--- config.mk ---
export PLATFORM = sky130hd
export DESIGN_NAME = oas_ram
export DESIGN_NICKNAME = d
export VERILOG_FILES = /design/src/rtl/core/oas_ram.sv
export SDC_FILE = /design/constraint.sdc
export NUM_CORES = 1
export LEC_CHECK = 0
export ABC_AREA = 1
export BUFFER_PORTS_ARGS = -buffer_cell sky130_fd_sc_hd__buf_2
export CAP_MARGIN = 25
export CORE_AREA = 2 2 101 103
export DETAILED_ROUTE_END_ITERATION = 12
export DIE_AREA = 0 0 103 105
export GPL_TIMING_DRIVEN = 0
export PLACE_DENSITY = 0.85
export REMOVE_ABC_BUFFERS = 1
export SYNTH_ARGS = -nofsm -noshare
export SYNTH_HDL_FRONTEND = slang
export SYNTH_SLANG_ARGS = --single-unit
export TNS_END_PERCENT = 30
--- constraint.sdc ---
create_clock -name clk -period 1.7 [get_ports clk]
set_clock_uncertainty 0.15 [all_clocks]
set_input_delay 0.085 -clock clk [delete_from_list [all_inputs] [get_ports clk]]
set_output_delay 0.085 -clock clk [all_outputs]
set_load 0.01 [all_outputs]
--- src/rtl/core/oas_ram.sv ---
// Generic single-port-write, single-port-read RAM with registered read data.
`default_nettype none

module oas_ram #(
    parameter int WIDTH = 8,
    parameter int DEPTH = 16
) (
    input  logic                     clk,
    input  logic                     we,
    input  logic [$clog2(DEPTH)-1:0] waddr,
    input  logic [WIDTH-1:0]         wdata,
    input  logic [$clog2(DEPTH)-1:0] raddr,
    output logic [WIDTH-1:0]         rdata
);

    logic [WIDTH-1:0] mem [DEPTH];

    always_ff @(posedge clk)
    begin
        if (we)
        begin
            mem[waddr] <= wdata;
        end
        rdata <= mem[raddr];
    end

endmodule

`default_nettype wire

==> impl_metrics.toml <==
[worst_setup_path]
worstPathArrival_ns = 1.75
required_ns = 1.97
slowest_delay_ns = 0.54
critPathMaxFanout = 17
cp-end-kind = "flop"
crit_type = "in2reg"
path_cells = "dlygate4sd3_1 > buf_2 > inv_1 > nand3_1 > nand3_1 > nand2_1"
crit_top_cell = "nand3_1"
crit_slowest_cell = "dlygate4sd3_1"
setup.worst_path.start_class = "primary input"

[pwr]
p_per_area_mw_per_mm2 = 1170
p_total_mw = 7.72
ir_worst_vdd_v = 0.00103
p_leak_nw = 2.84

[logic_synthesis]
postSynthCellCount = 551
synth_warnings = 0
ys_async_sr_fraction_pct = 0
synth_area_leaders = "edfxtp_1, nand2_1, nand3_1"
synth_top_area_share_pct = 66.7
synth.most_common_cell = "nand2_1"
synth_flop_cell = "edfxtp_1"
synth_common_cells = "nand2_1, edfxtp_1, inv_1, nand3_1, nor2_1"
ys_seq_elements = 136
ys_seq_area_share_pct = 69.4
syn_area_per_cell_um2 = 10.5
synth-edff-count = 128
yosysUniqueCellTypes = 12
synth.largest_area_cell = "edfxtp_1"
netlist_area_mm2 = 0.00577

[floorplan]
die_w_um = 103
start_util_pct = 59.8
dieArea_mm2 = 0.0108
core-area_mm2 = 0.00964
ioPinCount = 26
die_h_um = 105
num_rows = 36

[placement]
hpwl_mm = 7.48
place_area_mm2 = 0.00591
dp_cells = 686
gp_congestion = 0.839
io_buffer_count = 25

[final_layout]
drive_above_1_share_pct = 9.09
fin_nets = 600
fin_cells = 727
finalInstanceArea_mm2 = 0.00657
syn_to_final_growth_pct = 14.0
diodes = 0

[sta]
setup_tns_ns = 0
max_slew.worst_pin.slew_ns = 0.856
finalHoldViolations = 0
rsz0062_at_grt = "false"
clock.fmax_ghz = 0.674
period_needed_ns = 1.48
maxSlewViolCount = 0
slew_headroom_pct = 42.7
min_period_over_period_pct = 87.3
finalSetupViolCount = 0

[global_routing]
grt_max_degree = 65
grt_usage_pct = 25.5
gr-total-overflow = 0
grt_pass1_wl_mm = 19.7
grt_antenna_before_repair = 0
grt_pass1_vias = 3915

[route]
avgRoutedWirePerCell_um = 17.9
ant_nets = 0
drc = 0
dr.pass1.iters = 6
vias = 3999
drt-initial-drc-count = 429
drt-total-wl_mm = 13.0
vias_per_cell = 5.50

[cts]
cts-buffers-inserted = 17
clockBufferDepth = 2
tritoncts = "built"
root_buffer = "clkbuf_8"
htreeDepth = 4
insertion_delay_ns = 0.53
post_cts_buffers = 0
path_clk_slew_ns = 0.06
clkSinkCount = 136

[status]
status = "completed"

[job]
cap_violations = 0

[min_path]
hold_path.class = "in2reg"
==> report_power, final <==
group          internal, mW  switching (mW)  total, mW  leakage (nW)
registers              3.75          0.0219       3.77          1.22
logic                 0.135           0.334      0.470          1.34
clock network          2.20            1.28       3.48         0.277
total                  6.09            1.63       7.72          2.84
==> sequential cells by signal, summed over array words and instances (netlist names) <==
name   cells
rdata      8
mem      128
==> final cells by class <==
cell class	count	area [um2]
flip-flops and latches	136	4000
fillers	656	3070
inverters	102	385
clock inverters	11	131
repair buffers	36	245
multi-input cells	289	1210
well taps	133	166
clock buffers	20	425
==> timing repair <==
item	CTS	global route
gates resized for setup	1	0
endpoints found under the hold margin	136	0
hold buffers	10	0
setup endpoints to repair	4	0
==> cell families after synthesis <==
family | share of synthesized area (%)
simple gates | 21.0
buf+inv | 9.52
flops | 69.4
==> routing by layer <==
| metal | wire [um] | vias to the layer above | share of wire (%) | global-route usage, % |
|---|---|---|---|---|
| met1 | 4650 | 1861 | 36 | 30.5 |
| met5 | 0 | - | 0 | 0 |
| met4 | 665 | 0 | 5.1 | 17.4 |
| met2 | 6610 | 252 | 51 | 40.6 |
| li1 | - | 1834 | - | - |
| met3 | 1060 | 52 | 8.2 | 5.55 |
==> critical path, delay by kind of cell <==
family        cells  cell delay (ns)
simple gates      3             0.44
buf+inv           3             1.22
==> worst paths after layout <==
path	from	to	slack, ns	depth (start not counted)
worst min-delay path	we	mem[1][4]$_DFFE_PP_	0.04	3
worst min register to register	mem[15][3]$_DFFE_PP_	rdata[3]$_DFF_P_	0.54	6
worst max-delay path	raddr[2]	rdata[2]$_DFF_P_	0.22	6
worst max register to register	mem[0][6]$_DFFE_PP_	rdata[6]$_DFF_P_	0.44	6
==> layout by cell type, fill, tap and decap left out <==
| cell | count |
|---|---|
| nand2_1 | 173 |
| edfxtp_1 | 128 |
| inv_1 | 100 |
| nand3_1 | 97 |
| buf_2 | 25 |
| nor2_1 | 17 |
| clkbuf_16 | 16 |
| dlygate4sd3_1 | 10 |
| dfxtp_1 | 8 |
| clkinv_2 | 5 |
| clkbuf_1 | 3 |
| bufinv_16 | 3 |
| nand3b_1 | 2 |
| clkinv_1 | 2 |
| inv_4 | 1 |
| inv_2 | 1 |
| clkbuf_8 | 1 |
| clkinv_4 | 1 |
| buf_12 | 1 |
==> metrics by stage <==
step	setup WS (ns)	hold WS (ns)	utilization, %
6_report	0.216	0.0401	68.2
3_3_place_gp	-1.02	0.327	61.1
3_5_place_dp	-0.590	0.335	61.3
4_1_cts	0.187	0.0246	68.2
2_1_floorplan	0.485	0.0339	-
5_1_grt	0.133	0.0732	68.2
No activity file was read; power rests on OpenSTA's default activity.
