===== config.mk =====
export PLATFORM = sky130hd
export DESIGN_NAME = oas_chan_update
export DESIGN_NICKNAME = d
export VERILOG_FILES = /design/src/rtl/core/oas_pkg.sv /design/src/rtl/core/oas_chan_update.sv
export SDC_FILE = /design/constraint.sdc
export NUM_CORES = 1
export LEC_CHECK = 0
export BUFFER_PORTS_ARGS = -buffer_cell sky130_fd_sc_hd__buf_2
export CORE_ASPECT_RATIO = 2
export CORE_UTILIZATION = 30
export DETAILED_ROUTE_END_ITERATION = 6
export PLACE_DENSITY_LB_ADDON = 0.05
export SLEW_MARGIN = 25
export SYNTH_ARGS = -nofsm -noshare
export SYNTH_HDL_FRONTEND = slang
export SYNTH_SLANG_ARGS = --single-unit

===== constraint.sdc =====
create_clock -name vclk -period 4.7
set_input_delay 0.235 -clock vclk [all_inputs]
set_output_delay 0.235 -clock vclk [all_outputs]
set_load 0.005 [all_outputs]

===== src/rtl/core/oas_pkg.sv =====
// Shared constants, types and helper functions of the output action scheduler.
`default_nettype none

package oas_pkg;

    // Table geometry
    localparam int CHANNELS    = 256;
    localparam int GROUP_WIDTH = 8;
    localparam int DEPTH       = 2 * CHANNELS;
    localparam int ADDR_W      = $clog2(DEPTH);
    localparam int CNT_W       = $clog2(GROUP_WIDTH + 1);

    // Fixed field widths
    localparam int CHAN_W  = 8;
    localparam int LANE_W  = 3;
    localparam int GROUP_W = 4;
    localparam int PHASE_W = 3;
    localparam int TIME_W  = 32;
    localparam int MS_W    = 16;
    localparam int STR_W   = 8;

    localparam logic [CHAN_W:0]   CHAN_LIMIT    = (CHAN_W + 1)'(CHANNELS);
    localparam logic [ADDR_W-1:0] TBL_BASE      = ADDR_W'(CHANNELS);
    localparam logic [MS_W-1:0]   PULSE_CNT_MAX = 16'hffff;
    localparam logic [STR_W-1:0]  STRENGTH_MIN  = 8'd1;
    localparam logic [TIME_W-1:0] TIME_HALF     = 32'h8000_0000;

    // Drive gate per small strength: bit p set when p mod s is zero
    localparam logic [7:0] PWM_GATE_TBL [8] = '{
        8'h01, 8'hff, 8'h55, 8'h49, 8'h11, 8'h21, 8'h41, 8'h81
    };

    typedef enum logic [1:0] {
        CMD_SET     = 2'd0,
        CMD_DISABLE = 2'd1,
        CMD_SCAN    = 2'd2
    } cmd_t;

    typedef enum logic [1:0] {
        MODE_OFF     = 2'd0,
        MODE_CONT    = 2'd1,
        MODE_ONESHOT = 2'd2,
        MODE_PULSE   = 2'd3
    } chan_mode_t;

    typedef struct packed {
        chan_mode_t          mode;
        logic [STR_W-1:0]    strength;
        logic                notify;
        logic [TIME_W-1:0]   deadline;
        logic [MS_W-1:0]     on_time;
        logic [MS_W-1:0]     low_time;
        logic                high_half;
        logic [MS_W-1:0]     period_limit;
        logic [MS_W-1:0]     pulse_count;
    } chan_rec_t;

    localparam int REC_W = $bits(chan_rec_t);

    typedef struct packed {
        logic drive;
        logic ended;
    } chan_flags_t;

    // Phase is below eight, so any strength of eight or more divides only phase zero
    function automatic logic pwm_gate(input logic [PHASE_W-1:0] phase,
                                      input logic [STR_W-1:0] strength);
        logic [7:0] row;
        row = PWM_GATE_TBL[strength[2:0]];
        if (strength[STR_W-1:3] != '0)
            return (phase == '0);
        return row[phase];
    endfunction

    function automatic logic chan_live(input logic [CHAN_W-1:0] chan);
        return ({1'b0, chan} < CHAN_LIMIT);
    endfunction

    function automatic logic [ADDR_W-1:0] chan_addr(input logic tbl,
                                                    input logic [CHAN_W-1:0] chan);
        return (tbl ? TBL_BASE : '0) + ADDR_W'(chan);
    endfunction

endpackage

`default_nettype wire


===== src/rtl/core/oas_chan_update.sv =====
// Per-channel scan update: PWM gate, deadline test, pulse toggling and expiry.
`default_nettype none

module oas_chan_update (
    input  oas_pkg::chan_rec_t         rec,
    input  logic [oas_pkg::PHASE_W-1:0] phase,
    input  logic [oas_pkg::TIME_W-1:0]  now_ms,
    output oas_pkg::chan_rec_t         rec_next,
    output oas_pkg::chan_flags_t       flags
);

    import oas_pkg::*;

    logic [TIME_W-1:0] elapsed;
    logic              passed;
    logic [MS_W-1:0]   cnt_inc;
    logic              high_next;
    logic              stop;

    // Deadline passed when now - deadline lies in the forward half of the clock
    assign elapsed   = now_ms - rec.deadline;
    assign passed    = (elapsed != '0) && (elapsed < TIME_HALF);
    assign cnt_inc   = (!rec.high_half && rec.pulse_count != PULSE_CNT_MAX) ?
                       rec.pulse_count + MS_W'(1) : rec.pulse_count;
    assign high_next = !rec.high_half;
    assign stop      = (rec.period_limit != '0) && (cnt_inc >= rec.period_limit);

    always_comb
    begin
        rec_next = rec;
        flags    = '0;
        if (rec.mode != MODE_OFF)
        begin
            flags.drive = (rec.mode != MODE_PULSE || rec.high_half) &&
                          pwm_gate(phase, rec.strength);
            case (rec.mode)
                MODE_ONESHOT:
                begin
                    if (passed)
                    begin
                        rec_next.mode = MODE_OFF;
                        flags.ended   = rec.notify;
                    end
                end
                MODE_PULSE:
                begin
                    if (passed)
                    begin
                        rec_next.pulse_count = cnt_inc;
                        rec_next.high_half   = high_next;
                        rec_next.deadline    = now_ms +
                            TIME_W'(high_next ? rec.on_time : rec.low_time);
                        if (stop)
                        begin
                            rec_next.mode = MODE_OFF;
                            flags.ended   = rec.notify;
                        end
                    end
                end
                default:
                begin
                    // continuous never expires
                end
            endcase
        end
    end

endmodule

`default_nettype wire


==> results.json <==
{
  "relSlewSlack": 0.517,
  "mostFrequentLayoutCell": "buf_2",
  "portBuffers": 253,
  "synth_top_family_by_area": "simple AND/OR/NAND/NOR gates",
  "required_ns": 4.47,
  "grt_max_degree": 18,
  "dpl_cell_area_sq_um": 6330,
  "hold_buffers": 0,
  "grt_pass1_wl_um": 29300,
  "seq_area_sq_um": 0,
  "rows": 67,
  "viasPerCell": 5.23,
  "utilization": 0.378,
  "yosys_warnings": 0,
  "seq_cell_count": 0,
  "synth_top_area_share": 0.163,
  "die_x_um": 94.7,
  "antennaDiodeCount": 0,
  "nFillCells": 1927,
  "layout_common_cells": "buf_2, ha_1, inv_1",
  "rsz0062_at_grt": "false",
  "critPathKind": "in2out",
  "hold_viol": 0,
  "synth_area_sq_um": 5160,
  "synthCells": 740,
  "initial_core_util": 0.308,
  "maxCapViolCount": 0,
  "track_usage": 0.207,
  "core_sq_um": 16800,
  "synth_fp_nets": 952,
  "multiInputGateArea_sq_um": 4430,
  "hp-class": "in2out",
  "grt_pass1_vias": 6021,
  "start_kind": "primary input",
  "ir_drop_mv": 0.0458,
  "min_to": "rec_next[105]",
  "dr.first_iter.drc_count": 160,
  "synth_top_area_cell": "ha_1",
  "tightest_slew_ns": 0.706,
  "place_congestion": 0.880,
  "drt_first_pass_iters": 4,
  "final_net_count": 1150,
  "avgSynthCellArea_sq_um": 6.97,
  "overflow": 0,
  "drc": 0,
  "dp.cells": 1143,
  "fin_cells": 1143,
  "synth_compound_area_frac": 0.219,
  "dieArea_sq_um": 17800,
  "fin_crit_ns": 4.47,
  "ys_types": 69,
  "via_count": 5976,
  "setup_viol": 0,
  "setup.worst_path.end_class": "primary output",
  "final.clkbuf_count": 0,
  "yosys.area_share.xor_xnor": 0.119,
  "status": "finished clean",
  "synth_fa_ha_area_frac": 0.170,
  "synth.area.mux_share": 0.110,
  "pin_count": 253,
  "cts_setup_buffers": 0,
  "ant_nets": 0,
  "antenna_found_initial": 0,
  "p_total_uw": 762,
  "min_from": "rec[105]",
  "worstPathArrival_ns": 4.23,
  "slew_violations": 0,
  "cp_max_fo": 17,
  "drive_gt1_frac": 0.323,
  "period_share": 0.951,
  "netlist_top_cells_area": "ha_1, buf_4, xnor2_1",
  "dp_hpwl_um": 17100,
  "min_path_cells": 2,
  "power_density_nw_per_um2": 120,
  "die_h_um": 187,
  "seq_area_frac_synth": 0,
  "routed_wl_um": 19100,
  "synth_simple_gate_area_frac": 0.238,
  "final_area_sq_um": 6340,
  "timing.fmax_mhz": 224,
  "p_leak_uw": 0.00315,
  "post_drt_wl_per_cell_um": 16.7,
  "syn_to_final_growth_pct": 23.0
}
cell families after synthesis:
logic type / count (synthesis)
compound gates: 169
xor+xnor: 70
fa+ha+maj: 69
buf+inv: 138
mux: 53
simple gates: 241
worst max-delay path, stage by stage:
cell	delay, ns
buf_2	0.11
ha_1	0.23
fa_1	0.38
and2b_1	0.28
o22ai_1	0.11
a2111oi_2	0.22
o2111ai_1	0.22
a2111o_1	0.41
nor4_1	0.24
nand4_1	0.12
or4_4	0.52
nor4b_4	0.34
nor2_4	0.09
buf_12	0.17
buf_12	0.16
xor2_2	0.21
buf_2	0.16
what timing repair did:
item	CTS	global route
hold endpoints to repair	0	0
gates resized for setup	1	2
endpoints found under the setup margin	1	24
where the power goes:
group	internal [uW]	switching, uW	total (uW)
clock	0	0	0
sequential	0	0	0
combinational	340	421	762
total	340	421	762
layer usage:
metal,GRT usage,routed length [um],share of wire
met1,0.177,6140,0.32
met3,0.00407,576,0.030
met2,0.476,11900,0.62
met4,0.0455,469,0.025
met5,0,0,0
cell usage after synthesis, types with 20 or more instances:
cell / n
ha_1: 67
inv_1: 66
buf_4: 57
nand2_1: 53
nor2_1: 53
a21oi_1: 48
xnor2_1: 39
nor3_1: 34
mux2i_1: 31
xor2_1: 31
o21ai_0: 29
nand3_1: 21
mux2_2: 20
worst max-delay path by stage:
stage,endpoint,cells past startpoint,slack (ns),startpoint
detailed placement,rec_next[32],17,-0.06,rec[65]
floorplan,rec_next[78],15,0.69,now_ms[0]
global placement,rec_next[32],17,-0.04,rec[65]
CTS,rec_next[32],18,0.07,now_ms[0]
global route,rec_next[32],18,0.03,now_ms[0]
finish,rec_next[32],17,0.23,rec[65]
cell type report:
| class | instances | area share |
|---|---|---|
| Timing Repair Buffer | 268 | 0.221 |
| Inverter | 66 | 0.0391 |
| Tap cell | 207 | 0.0408 |
| Multi-Input combinational cell | 602 | 0.699 |
stage by stage:
step | setup TNS (ns) | worst slack (ns) | hold WS [ns]
floorplan | 0 | 0.688 | 0.525
global placement | -0.0386 | -0.0386 | 0.647
detailed placement | -0.0572 | -0.0572 | 0.648
CTS | 0 | 0.0651 | 0.648
global route | 0 | 0.0342 | 0.651
finish | 0 | 0.231 | 0.646
No activity file was read; power rests on OpenSTA's default activity.
